**config.mk**
```make
export PLATFORM = sky130hd
export DESIGN_NAME = qbls_queue
export DESIGN_NICKNAME = d
export VERILOG_FILES = /design/src/rtl/core/qbls_queue.sv
export SDC_FILE = /design/constraint.sdc
export NUM_CORES = 1
export LEC_CHECK = 0
export BUFFER_PORTS_ARGS = -buffer_cell sky130_fd_sc_hd__buf_2
export CORE_AREA = 2 2 44 46
export DETAILED_ROUTE_END_ITERATION = 12
export DIE_AREA = 0 0 46 48
export PLACE_DENSITY = 0.78
export SKIP_LAST_GASP = 1
export SLEW_MARGIN = 0
export SYNTH_ARGS = -nofsm -noshare
export SYNTH_HDL_FRONTEND = slang
export SYNTH_SLANG_ARGS = --single-unit
```
**constraint.sdc**
```tcl
create_clock -name clk -period 1.9 [get_ports clk]
set_input_delay 0.38 -clock clk [delete_from_list [all_inputs] [get_ports clk]]
set_output_delay 0.38 -clock clk [all_outputs]
set_load 0.03 [all_outputs]
```
**src/rtl/core/qbls_queue.sv**
```systemverilog
`timescale 1ns / 1ps

module qbls_queue #(
	parameter int W = 8
) (
	input  logic         clk,
	input  logic         arst_n,
	input  logic         in_valid,
	output logic         in_ready,
	input  logic [W-1:0] in_data,
	output logic         out_valid,
	input  logic         out_pop,
	output logic [W-1:0] out_data
);

	logic [W-1:0] slot_q [2];
	logic         wr_q, rd_q;
	logic [1:0]   cnt_q;
	logic         push, pop;

	assign in_ready  = cnt_q != 2'd2;
	assign out_valid = cnt_q != 2'd0;
	assign out_data  = slot_q[rd_q];
	assign push      = in_valid && in_ready;
	assign pop       = out_pop && out_valid;

	always_ff @(posedge clk or negedge arst_n) begin
		if (!arst_n) begin
			wr_q  <= 1'b0;
			rd_q  <= 1'b0;
			cnt_q <= 2'd0;
		end else begin
			if (push) wr_q <= !wr_q;
			if (pop)  rd_q <= !rd_q;
			if (push && !pop)      cnt_q <= cnt_q + 2'd1;
			else if (pop && !push) cnt_q <= cnt_q - 2'd1;
		end
	end

	always_ff @(posedge clk) begin
		if (push) slot_q[wr_q] <= in_data;
	end

endmodule

```
## Yosys cells after proc, flatten, opt, wreduce, memory -nomap -nowiden

Memories as Yosys holds them, arrays and structs flattened.
Cells that the tools add are included.
Widths: inputs -> output; s select.

| word-level totals | value |
|---|---|
| bits in registers | 4 |
| memory bits (writable) | 16 |
| input port bits | 12 |
| output and inout bits | 10 |
| word-level logic and storage cells | 21 |
| memories | 1 |

Memories:

| memory | depth | bits a word | read ports | clocked after Yosys merged registers in | write ports | RTL line | text |
|---|---|---|---|---|---|---|---|
| slot_q | 2 | 8 | 1 | 0 | 1 | 16 | `logic [W-1:0] slot_q [2];` |

| cells by class | value |
|---|---|
| add/sub/neg operators | 2 |
| eq/ne operators | 1 |
| multiplexer cells | 4 |
| reductions and logical operators | 10 |

Operator list:

| cell | number |
|---|---|
| $logic_and 1x1->1 | 4 |
| $logic_not 1->1 | 4 |
| $mux 2 | 2 |
| $reduce_bool 2->1 | 2 |
| $add 2x1->2 const B | 1 |
| $mux 1 | 2 |
| $ne 2x2->1 const B | 1 |
| $sub 2x1->2 const B | 1 |

## Logic depth before layout (Yosys ltp)

| depth | value |
|---|---|
| word-level depth | 6 |
| gate-level depth with buffers | 7 |
| gate-level depth less buffers | 7 |

## Least setup slack after synthesis

Ideal clock, no wire load.

| timing | value |
|---|---|
| kind | register to register |
| start point | register cnt_q[0] |
| end point | memory slot_q[0][0] (enable) |
| setup time | 0.370 ns |
| data arrival time | 1.074 ns |
| required time | 1.530 ns |
| slack | 0.456 ns |
| stages on the path, launching flop included | 4 |
| path buffers | 0 |
| clock period less this slack | 1.444 ns |
| path through | dfrtp_1 nand2b_4 nand2_1 nor2_1 |

| on the way | value |
|---|---|
| longest elaborated chain between the ends | 4 |

RTL lines:

| element | RTL line | text |
|---|---|---|
| from (decl) | 18 | `logic [1:0] cnt_q;` |
| from (signal assigned) | 35 | `if (push && !pop) cnt_q <= cnt_q + 2'd1;` |
| from (signal assigned) | 36 | `else if (pop && !push) cnt_q <= cnt_q - 2'd1;` |
| $ne 2x2->1 | 21 | `assign in_ready = cnt_q != 2'd2;` |
| net in_ready | 9 | `output logic in_ready,` |
| $logic_and 1x1->1 | 24 | `assign push = in_valid && in_ready;` |
| $mux 1 | 41 | `if (push) slot_q[wr_q] <= in_data;` |
| $mux 1 (implied by the code) | 41 |  |
| to (decl) | 16 |  |

The timed path passes the listed nets, and every way through them passes these cells.

## Worst setup path in the final report

| timing | value |
|---|---|
| start point | register rd_q |
| end point | output port out_data[2] |

| on the way | value |
|---|---|
| longest elaborated chain between the ends | 1 |

RTL lines:

| element | RTL line | text |
|---|---|---|
| from (decl) | 17 | `logic wr_q, rd_q;` |
| from (signal assigned) | 34 | `if (pop) rd_q <= !rd_q;` |
| $mem_v2 2x8 | -- |  |
| to (decl) | 13 | `output logic [W-1:0] out_data` |

Every way passes these cells.

==> run summary <==
Drt first pass iters: 2
Total CTS buffers: 3
Synth top cells by count: edfxtp_1 (16), mux2_2 (8), dfrtp_1 (4)
Sequential cell area fraction in the yosys report: 0.738
Number of nets in the layout: 83
I/O pin count: 22
Worst skew pair latency: 290 ps
Flops & latches, synth: 20
RSZ-0062 raised after global routing: no
Combinational share of power: 0.415
Antenna cells: 0
Synth warnings: 0
Vias in the first global route: 407
CTS tree: yes
Final GP Congestion: 0.624
Met2 usage: 0.219
Clock slew at reported path FFs: 100 ps
Clk sinks: 20
Post-synth EDFFs: 16
Syn nets: 56
Max-Cap Viols: 0
Fillcell total: 136
Status: finished clean
Psw: 0.000584 W
Clock Power Share: 0.128
Slew @ Worst Pin: 376 ps
Routed len/inst: 14.1 um
Vias: 425
Mapped Area: 787 um^2
Worst hold margin: 274 ps
Final Hold Vio Count: 0
Most frequent cell after synthesis: edfxtp_1
Clk root buf: clkbuf_4
WL final: 1.21 mm
Cells on worst reg2reg path: 7
Internal power: 0.000962 W
HP Start: in_data[6]
Initial antenna violation count: 0
CP endpoint kind: primary output
Post-route clock period utilization: 0.953
HP Class: input port to flip-flop
Die X-Extent: 46 um
H-tree levels: 1
Type of the worst setup path: flip-flop to primary output
Die H: 48 um
Hold Path End: slot_q[0][6]$_DFFE_PP_
Hpwl dp: 905 um
Busiest grt layer: met2
Final setup TNS: 0 ps
Async set or reset register ratio after synthesis: 0.200
Tmin final: 1810 ps
GR met3 Demand/Resource: 0.0453
Footprint of the multi-input gates: 198 um^2
Switching portion of total power: 0.378
Maximum fanout along the worst path: 9
Register area: 581 um^2
Setup-failing EPs final: 0
Total gr overflow: 0
Starting Density: 0.466
Post-route ant nets: 0
Mean Syn Cell Area: 18.3 um^2
DRC errors left: 0
Die Footprint: 0.00221 mm^2
Largest net degree at the start of global routing: 12
DRT iter0 DRCs: 8
Mapped Cells: 43
Port bufs: 21
Required time of the critical path: 1520 ps
Relative slew slack: 0.749
Power per standard cell area: 1620 mW/mm^2
Row count: 15
Share of the synthesized area in the top cell type: 0.610
Max Root-Sink Buffers: 2
Worst hold path cell count: 1
GRT Total Usage: 0.134
Final Worst Setup Slack: 90.2 ps
Most area-hungry cell type in the Yosys netlist: edfxtp_1
Area Overhead vs Synth: 21.0%
Setup slack at placement: 402 ps
R2r setup slk: 430 ps
Share of cells above drive strength 1: 0.522
Startpoint types: flip-flop
Fmax: 553 MHz
Synth Flop Type: edfxtp_1
Slew Limit Fails: 0
Largest cells by area after synthesis: edfxtp_1 (61%), dfrtp_1 (13%), mux2_2 (11%)
First-pass GRT wire length: 1.83 mm
Clock skew: 3.35 ps
Met1 usage: 0.150
Reg power frac: 0.458
DR vias/cell: 4.94
Fin util: 0.564
Leak: 0.393 nW
Highest ir drop seen on vdd: 751 uV
CORE AREA: 0.00169 mm^2
Worst r2r src: cnt_q[0]$_DFFE_PN0P_
Arrival time of the worst setup path: 1430 ps
Worst reg2reg path endpoint: cnt_q[1]$_DFFE_PN0P_
Number of distinct library cells after synthesis: 14
Post_cts resized: 0
-- flip-flops by register name, summed over array words and instances (netlist names) --
| register | cells |
|---|---|
| slot_q | 16 |
| cnt_q | 2 |
| wr_q | 1 |
| rd_q | 1 |
-- how the worst max path moves through the flow --
stage / start / to / slack [ps] / cells past startpoint
after floorplan: cnt_q[0]$_DFFE_PN0P_ / slot_q[0][0]$_DFFE_PP_ / 460 / 3
after detailed placement: rd_q$_DFFE_PN0P_ / out_data[2] / 400 / 2
final: rd_q$_DFFE_PN0P_ / out_data[2] / 90 / 2
after global routing: rd_q$_DFFE_PN0P_ / out_data[2] / 7 / 2
after global placement: rd_q$_DFFE_PN0P_ / out_data[0] / 420 / 2
after CTS: rd_q$_DFFE_PN0P_ / out_data[2] / 60 / 2
-- stage by stage --
stage | power [W] | cell area (um^2) | instances
after detailed placement | 0.00137 | 916 | 81
after floorplan | 0.00120 | 787 | 43
after CTS | 0.00157 | 952 | 86
final | 0.00155 | 952 | 86
after global routing | 0.00164 | 952 | 86
after global placement | 0.00134 | 916 | 81
-- cell families after synthesis --
kind of cell,count (synthesis),share of synthesized area
XOR/XNOR,5,0.0557
adder cells (fa/ha/maj),1,0.0159
buffers and inverters,2,0.0111
flip-flops,20,0.738
multiplexers,8,0.114
AND/OR/NAND/NOR,7,0.0652
-- final cells by class --
cell class                      count  area share
Sequential cell                    20       0.610
Multi-Input combinational cell     21       0.208
Timing Repair Buffer               23       0.129
Clock buffer                        4      0.0276
Tap cell                           17      0.0223
Inverter                            1     0.00394
-- power by group through the flow --
stage | logic [W] | clock network (W) | registers (W)
detailed placement | 0.000647 | 0 | 0.000720
global placement | 0.000634 | 0 | 0.000711
global route | 0.000690 | 0.000225 | 0.000726
CTS | 0.000652 | 0.000210 | 0.000710
finish | 0.000641 | 0.000197 | 0.000708
floorplan | 0.000534 | 0 | 0.000667
-- placed cells by master, fill, tap and decap left out --
| cell | synthesis | layout |
|---|---|---|
| xnor2_1 | 3 | 3 |
| inv_1 | 1 | 1 |
| or2_4 | 1 | 1 |
| clkbuf_1 | 0 | 1 |
| clkbuf_4 | 0 | 3 |
| ha_1 | 1 | 1 |
| buf_2 | 1 | 21 |
| buf_4 | 0 | 1 |
| dfrtp_1 | 4 | 4 |
| edfxtp_1 | 16 | 16 |
| and3_1 | 1 | 1 |
| nand2_1 | 1 | 1 |
| dlygate4sd3_1 | 0 | 1 |
| nor2_1 | 2 | 2 |
| xor2_1 | 2 | 2 |
| mux2_2 | 8 | 8 |
| nand2_4 | 1 | 1 |
| nand2b_4 | 1 | 1 |
-- per-layer routing --
| metal | share of wire | vias to the layer above | wire length, um |
|---|---|---|---|
| li1 | - | 206 | - |
| met1 | 0.41 | 205 | 499 |
| met2 | 0.52 | 12 | 636 |
| met3 | 0.055 | 2 | 67 |
| met4 | 0.0082 | 0 | 10 |
| met5 | 0 | - | 0 |
-- worst max-delay path, stage by stage (launching register included) --
cell and delay, ps:
dfrtp_1 580, mux2_2 380, buf_2 180
-- repair_timing --
item | in CTS | in global routing
endpoints found under the setup margin | 0 | 0
buffers inserted | 0 | 0
endpoints found under the hold margin | 4 | 0
hold buffers | 1 | 0
Power figures use the tool's default switching activity.
