File: src/rtl/core/qbls_pkg.sv
`timescale 1ns / 1ps

package qbls_pkg;

	// Input kinds, carried on the input tuser bit.
	localparam logic OP_START = 1'b0;
	localparam logic OP_NEXT  = 1'b1;

	typedef logic [1:0] status_t;

	localparam status_t ST_SEG    = 2'd0;
	localparam status_t ST_ACCEPT = 2'd1;
	localparam status_t ST_REJECT = 2'd2;
	localparam status_t ST_NONE   = 2'd3;

endpackage

File: src/rtl/core/qbls_front.sv
`timescale 1ns / 1ps

module qbls_front #(
	parameter int CW = 12
) (
	input  logic                 clk,
	input  logic                 arst_n,
	input  logic                 in_valid,
	output logic                 in_ready,
	input  logic                 in_op,
	input  logic [6*CW-1:0]      in_pts,
	output logic                 out_valid,
	input  logic                 out_ready,
	// {op, ax, ay, bx, by, x0, y0, x1, y1} from the top bit down
	output logic [8*CW+4:0]      out_entry
);
	import qbls_pkg::*;

	localparam int DW = CW + 1;

	logic [CW-1:0] x0, y0, x1, y1, x2, y2;
	logic [DW-1:0] ax, ay, bx, by;
	logic          valid_s1;
	logic [8*CW+4:0] entry_s1;

	assign x0 = in_pts[0*CW +: CW];
	assign y0 = in_pts[1*CW +: CW];
	assign x1 = in_pts[2*CW +: CW];
	assign y1 = in_pts[3*CW +: CW];
	assign x2 = in_pts[4*CW +: CW];
	assign y2 = in_pts[5*CW +: CW];

	// The legs are formed here so that the back end starts with the squares.
	assign ax = {x1[CW-1], x1} - {x0[CW-1], x0};
	assign ay = {y1[CW-1], y1} - {y0[CW-1], y0};
	assign bx = {x2[CW-1], x2} - {x1[CW-1], x1};
	assign by = {y2[CW-1], y2} - {y1[CW-1], y1};

	assign in_ready  = !valid_s1 || out_ready;
	assign out_valid = valid_s1;
	assign out_entry = entry_s1;

	always_ff @(posedge clk or negedge arst_n) begin
		if (!arst_n) begin
			valid_s1 <= 1'b0;
		end else if (in_ready) begin
			valid_s1 <= in_valid;
		end
	end

	always_ff @(posedge clk) begin
		if (in_ready && in_valid) begin
			if (in_op == OP_START) begin
				entry_s1 <= {OP_START, ax, ay, bx, by, x0, y0, x1, y1};
			end else begin
				entry_s1 <= {OP_NEXT, {(8*CW+4){1'b0}}};
			end
		end
	end

endmodule

File: config.mk
export PLATFORM = sky130hd
export DESIGN_NAME = qbls_front
export DESIGN_NICKNAME = d
export VERILOG_FILES = /design/src/rtl/core/qbls_pkg.sv /design/src/rtl/core/qbls_front.sv
export SDC_FILE = /design/constraint.sdc
export NUM_CORES = 1
export LEC_CHECK = 0
export BUFFER_PORTS_ARGS = -buffer_cell sky130_fd_sc_hd__buf_2
export CORE_MARGIN = 2
export CORE_UTILIZATION = 45
export DETAILED_ROUTE_END_ITERATION = 10
export PLACE_DENSITY = 0.77
export REMOVE_ABC_BUFFERS = 1
export SETUP_SLACK_MARGIN = 0.4
export SYNTH_ARGS = -nofsm -noshare
export SYNTH_HDL_FRONTEND = slang
export SYNTH_SLANG_ARGS = --single-unit
File: constraint.sdc
create_clock -name clk -period 8.5 [get_ports clk]
set_clock_uncertainty 0.2 [all_clocks]
set_input_delay 1.7 -clock clk [delete_from_list [all_inputs] [get_ports clk]]
set_output_delay 1.7 -clock clk [all_outputs]
set_load 0.01 [all_outputs]
# Word-level counts from Yosys, hierarchy flattened
# Cells that the tools add are included.
dict set report totals {
  elab_cells 11
  mem_count 0
  regBits 102
  out_inout_bits 103
  latchBits 0
  inputBits 77
  romBits 0
  mem_bits_rw 0
}
dict set report op_classes {
  n_mux 1
  bitwise 0
  reduce_logical 3
  magnitude_cmp 0
  shifts 0
  n_eq_ne 0
  n_div 0
  multipliers 0
  addsub 4
}
# op count
set ops {}
lappend ops {{$mux W101} 1}
lappend ops {{$sub A12 B12 Y13} 4}
lappend ops {{$logic_and A1 B1 Y1} 1}
lappend ops {{$logic_not A1 Y1} 1}
lappend ops {{$logic_or A1 B1 Y1} 1}

# Logic depth before layout (Yosys ltp)
# Gate-level depths: netlist of run 1.
dict set report logic_depth {
  ltp_word 3
  mapped_depth 9
  depth_no_buf 9
}

# Least setup slack after synthesis of run 1
# Ideal clock, no wire load.
dict set report synth_path {
  path_type {input -> register}
  from {input out_ready}
  to {register entry_s1[0] (netlist: out_entry[0]) (enable)}
  slack_ns 3.576
  path_stages 2
  required_time_ns 7.828
  setup_time_ns 0.472
  path_buffers 0
  t_arrival_ns 4.253
  cell_sequence {nand2b_1 and2_1}
}
dict set report synth_between {
  elab_chain_len 2
}
# item line_no
set synth_lines {}
lappend synth_lines {{from (decl)} qbls_front.sv:13} ;# input logic out_ready,
lappend synth_lines {{$logic_or A1 B1 Y1} qbls_front.sv:39} ;# assign in_ready = !valid_s1 || out_ready;
lappend synth_lines {{$logic_and A1 B1 Y1} qbls_front.sv:52} ;# if (in_ready && in_valid) begin
lappend synth_lines {{to (signal assigned)} qbls_front.sv:54} ;# entry_s1 <= {OP_START, ax, ay, bx, by, x0, y0, x1, y1};
lappend synth_lines {{to (signal assigned)} qbls_front.sv:56} ;# entry_s1 <= {OP_NEXT, {(8*CW+4){1'b0}}};
lappend synth_lines {{to (decl)} qbls_front.sv:24} ;# logic [8*CW+4:0] entry_s1;
# No other way between the ends.
# A chain may end at the register's enable or synchronous reset.

# Final worst setup path of run 1
dict set report layout_path {
  from {input out_ready}
  to {output in_ready}
}
dict set report layout_between {
  elab_chain_len 1
}
# item line_no
set layout_lines {}
lappend layout_lines {{$logic_or A1 B1 Y1} qbls_front.sv:39}
lappend layout_lines {{to (decl)} qbls_front.sv:9} ;# output logic in_ready,
# No other way between the ends.

==> qor.csv, run 1 <==
metric;value;unit
status;finished, final reports clean;
nets;853;
die_h;118.1;um
mappedNetlistArea;0.005856;mm2
antenna_found_initial;0;
grt_pass1_vias;4732;
syn_avg_cell_area;10.70;um2
clock_latency;0.34;ns
drtPass1Iterations;5;
cp.arrival;2.10;ns
path_clk_slew;0.06;ns
path_cells;buf_2 > nand2b_1 > buf_2;
drv_slew;0;
dieArea;0.01394;mm2
layout_commonest_cell;buf_2;
numPortBuffers;179;
grt_pass1_wl;22350;um
power.density;183.1;mW/mm2
max_stage_delay;0.16;ns
grt_setup_unrepaired;no;
path_buf_inv;2;
ys_seq_elements;102;
synth_enable_flop_cells;101;
drt_iter0_markers;286;
placed_cells;885;
io-pin-count;180;
worstMarginPinSlew;0.8925;ns
critPathSlowestCell;nand2b_1;
ys_types;54;
cp_max_fo;3;
tns;0;ns
cts_resized;0;
start_kind;input port;
vdd_drop_max;0.00008560;V
fillers;1057;
hpwl;10450;um
critPathTopFamily;buffers and inverters;
mostFrequentLayoutCells;buf_2 (178), edfxtp_1 (101), nor2_1 (92);
finalPower;1.325;mW
cp-end-kind;primary output;
synth_seq_area_share;0.5222;
period_share;0.4706;
gp_congestion;0.8768;
clkSinkCount;102;
drv_cap;0;
cts-root-buf;clkbuf_16;
finalNonFillerCells;901;
setup-violations-final;0;
n_antenna_cell;0;
hp-class;register to register;
hold_buffers;0;
layout_min_cycle_time;4.000;ns
yosysWarnings;0;
cts_buffers;9;
synth_area_leader_cell;edfxtp_1;
p_leak;3.349;nW
crit_type;input port to primary output;
area_delta_synth_final;23.57;%
hold_violations;0;
drt_wl_total;13800;um
wire_per_inst;15.32;um
coreArea;0.01267;mm2
required;6.60;ns
slew_headroom;0.4050;
grt_usage;0.2004;
ant_nets;0;
grt_overflow;0;
grt_max_degree;92;
fp.dieW;118.1;um
synthTopCellsByArea;edfxtp_1 (52%), ha_1 (10%), nor2_1 (5.9%);
viasPerCell;5.243;
htreeDepth;3;
async_flop_share;0.009804;
drc;0;
cts_buffer_depth;2;
synth_top_area_frac;0.5179;
cts_tree;done;
critPathMostFrequentCell;buf_2;
layout-drive-gt1-share;0.2881;
synthFlopType;edfxtp_1;
syn_inst;547;
start_util;0.4621;
fmax;250.0;MHz
cts_post_setup_buffers_inserted;0;
routed-via-count;4724;
rows;41;
-- metal layers --
metal,GRT usage,vias to the layer above,share of wire
li1,-,2303,-
met1,0.2351,2191,0.40
met2,0.3461,210,0.50
met3,0.05911,20,0.087
met4,0.07455,0,0.020
met5,0,-,0
-- final timing paths --
path                       slack [ns]  cells after the start            end  startpoint
hold reg to reg                  0.34                      2      out_valid   out_valid
max in group asynchronous        7.10                      1      out_valid      arst_n
setup / recovery                 4.50                      3       in_ready   out_ready
hold / removal                   0.34                      2      out_valid   out_valid
min in group asynchronous        0.92                      1      out_valid      arst_n
setup reg to reg                 6.16                      3  out_entry[63]   out_valid
-- metrics by stage --
step	area, um2	setup WS, ns	utilization	hold slack [ns]
after floorplan	5791	3.576	-	0.4221
after global placement	6922	4.431	0.5463	0.3075
after detailed placement	6922	4.387	0.5463	0.3265
after CTS	7236	4.501	0.5710	0.3422
after global routing	7236	4.470	0.5710	0.3890
final	7236	4.500	0.5710	0.3359
-- cell type report --
| class | instances | area (um2) | area share |
|---|---|---|---|
| multi-input cells | 371 | 2514 | 0.3474 |
| inverters | 59 | 221.5 | 0.03061 |
| repair buffers | 181 | 913.4 | 0.1262 |
| clock buffers | 9 | 225.2 | 0.03113 |
| flip-flops and latches | 102 | 3058 | 0.4226 |
| clock inverters | 7 | 88.84 | 0.01228 |
| well taps | 172 | 215.2 | 0.02974 |
-- state kept, by name, summed over array words and instances, names as in the netlist --
name	flops
out_entry	101
out_valid	1
-- kinds of logic after synthesis --
| kind of cell | synth area share |
|---|---|
| DFF | 0.5222 |
| adders and majority gates | 0.1162 |
| and+or+nand+nor | 0.1464 |
| muxes | 0.01880 |
| buffers and inverters | 0.04893 |
| AOI/OAI and AO/OA | 0.1250 |
| xor gates and xnor gates | 0.02243 |
-- tightest hold or removal path, stage by stage, from the launching register on --
cell and delay, ns:
dfrtp_1 0.34, nand2b_1 0.09, nand2b_1 0.08
-- power breakdown --
part | leakage (nW) | internal [mW] | switching, mW | total (mW)
Sequential | 1.00 | 0.599 | 0.00921 | 0.608
Clock | 0.150 | 0.256 | 0.182 | 0.438
Combinational | 2.20 | 0.116 | 0.162 | 0.278
-- synth_stat cells, drive strengths merged, types with 9 or more instances --
library cell	count
a21oi	29
o21ai	17
nor2	92
ha	48
edfxtp	101
nand2	22
xnor2	11
nor2b	16
clkbuf	12
inv	59
a21o	17
nor3	21
o21a	9
No activity file was read; power rests on OpenSTA's default activity.
==> run 2, diff against run 1 <==
Clock period 8.5 ns to 3.95 ns, I/O delays scaled along.
==> run 2 against run 1 <==
  * Sequential power is 120% higher
  * First-iteration DRC count increased by 7.7%
  * Via count up 0.80%
  * Total power up 110%
  * Wire length increased by 0.99%
  * Global-route usage about the same
  * Final area rose by 0.31%
  * Critical endpoint is now out_entry[96]
==> qor.csv, run 2 (synthesized netlist as in run 1, its figures left out) <==
metric;value;unit
mostFrequentLayoutCells;buf_2 (178), edfxtp_1 (101), nor2_1 (92);
hold_buffers;1;
path_clk_slew;0.06;ns
grt_overflow;0;
wl_met3;1204;um
cts-root-buf;clkbuf_16;
required;3.85;ns
hold_violations;0;
clkSinkCount;102;
vdd_drop_max;0.0002190;V
dieArea;0.01394;mm2
timing.hold.ws;0.3389;ns
cp-end-kind;register;
cts_resized;0;
ant_nets;0;
cts_post_setup_buffers_inserted;0;
cp.arrival;2.74;ns
cts_buffers;9;
start_kind;input port;
cts_tree;done;
drv_slew;0;
layout-drive-gt1-share;0.2871;
worstMarginPinSlew;0.7627;ns
numPortBuffers;179;
grt_setup_unrepaired;no;
area_delta_synth_final;23.95;%
switching_share;0.2664;
layout_min_cycle_time;2.835;ns
gp_congestion;0.8976;
setup-violations-final;0;
seq_power_share;0.460;
fmax;352.8;MHz
start_util;0.4621;
grt_pass1_vias;4812;
p_clk_frac;0.327;
status;finished, final reports clean;
place_area;0.006947;mm2
hp-class;register to register;
viasPerCell;5.291;
fp.dieW;118.1;um
grt_pass1_wl;22390;um
cp_max_fo;4;
finalNonFillerCells;900;
grt_max_degree;69;
power.density;391.9;mW/mm2
cts_buffer_depth;2;
period_share;0.7176;
p_leak;3.356;nW
n_antenna_cell;0;
antenna_found_initial;0;
wire_per_inst;15.48;um
dr.max_layer_used;met4;
finalPower;2.845;mW
layout_commonest_cell;buf_2;
die_h;118.1;um
drtPass1Iterations;4;
grt_usage;0.2006;
drv_cap;0;
fin_area;0.007258;mm2
power.net_switching;757.8;uW
coreArea;0.01267;mm2
drt-met1-wl;5564;um
final_core_util;0.5728;
placed_cells;885;
io-pin-count;180;
power_frac_comb;0.213;
hpwl;10570;um
htreeDepth;3;
dr_wl_met2;6821;um
crit_type;input port to register;
drt_wl_total;13940;um
largest_reg_flops;101;
drc;0;
slew_headroom;0.4916;
drt_iter0_markers;308;
intPower;2.087;mW
rows;41;
nets;854;
clock_latency;0.35;ns
routed-via-count;4762;
run 2: cell types whose count changed in the layout (fill, tap and decap cells not counted):
cell / previous run / this run
clkinv_1: 2 / 1
clkinv_4: 1 / 0
buf_12: 0 / 2
buf_4: 3 / 1
dlygate4sd3_1: 0 / 1
run 2: metrics by stage:
stage / setup slack, ns / TNS, ns
floorplan: -0.06425 / -6.489
global placement: 0.7826 / 0
detailed placement: 0.7526 / 0
CTS: 1.102 / 0
global route: 0.9636 / 0
finish: 1.115 / 0
run 2: path summary, 6_finish.rpt:
check                                     end  slack, ns      start  depth (start not counted)
worst max-delay path            out_entry[96]       1.12  in_pts[1]                          8
min in group asynchronous           out_valid       0.55     arst_n                          2
max in group asynchronous           out_valid       2.92     arst_n                          2
worst min register to register      out_valid       0.34  out_valid                          2
worst min-delay path                out_valid       0.34  out_valid                          2
worst max register to register  out_entry[14]       1.92  out_valid                          3
run 2: routing by layer:
layer,track usage,up-vias
met1,0.2223,2213
met2,0.3544,213
met3,0.06347,31
li1,-,2305
met4,0.08208,0
met5,0,-
run 2: worst max-delay path, stage by stage:
cell      delay, ns
buf_2          0.11
inv_1          0.06
ha_1           0.28
nor2b_1        0.14
o31ai_1        0.35
a21oi_1        0.25
a221oi_1       0.37
mux2_2         0.37
run 2: cell type report:
class / instances / area, um2
clock buffer: 9 / 225.2
clock inverter: 5 / 76.32
fill: 1075 / 5413
inverter: 59 / 221.5
multi-input combinational: 371 / 2514
sequential: 102 / 3058
tap: 172 / 215.2
timing repair buffer: 182 / 948.4
run 2: power by group through the flow:
stage,Combinational [mW],Sequential [mW],Clock [mW]
after floorplan,0.337,1.38,0
after global placement,0.580,1.33,0
after detailed placement,0.600,1.33,0
after CTS,0.604,1.31,0.942
after global routing,0.671,1.32,0.973
final,0.605,1.31,0.931
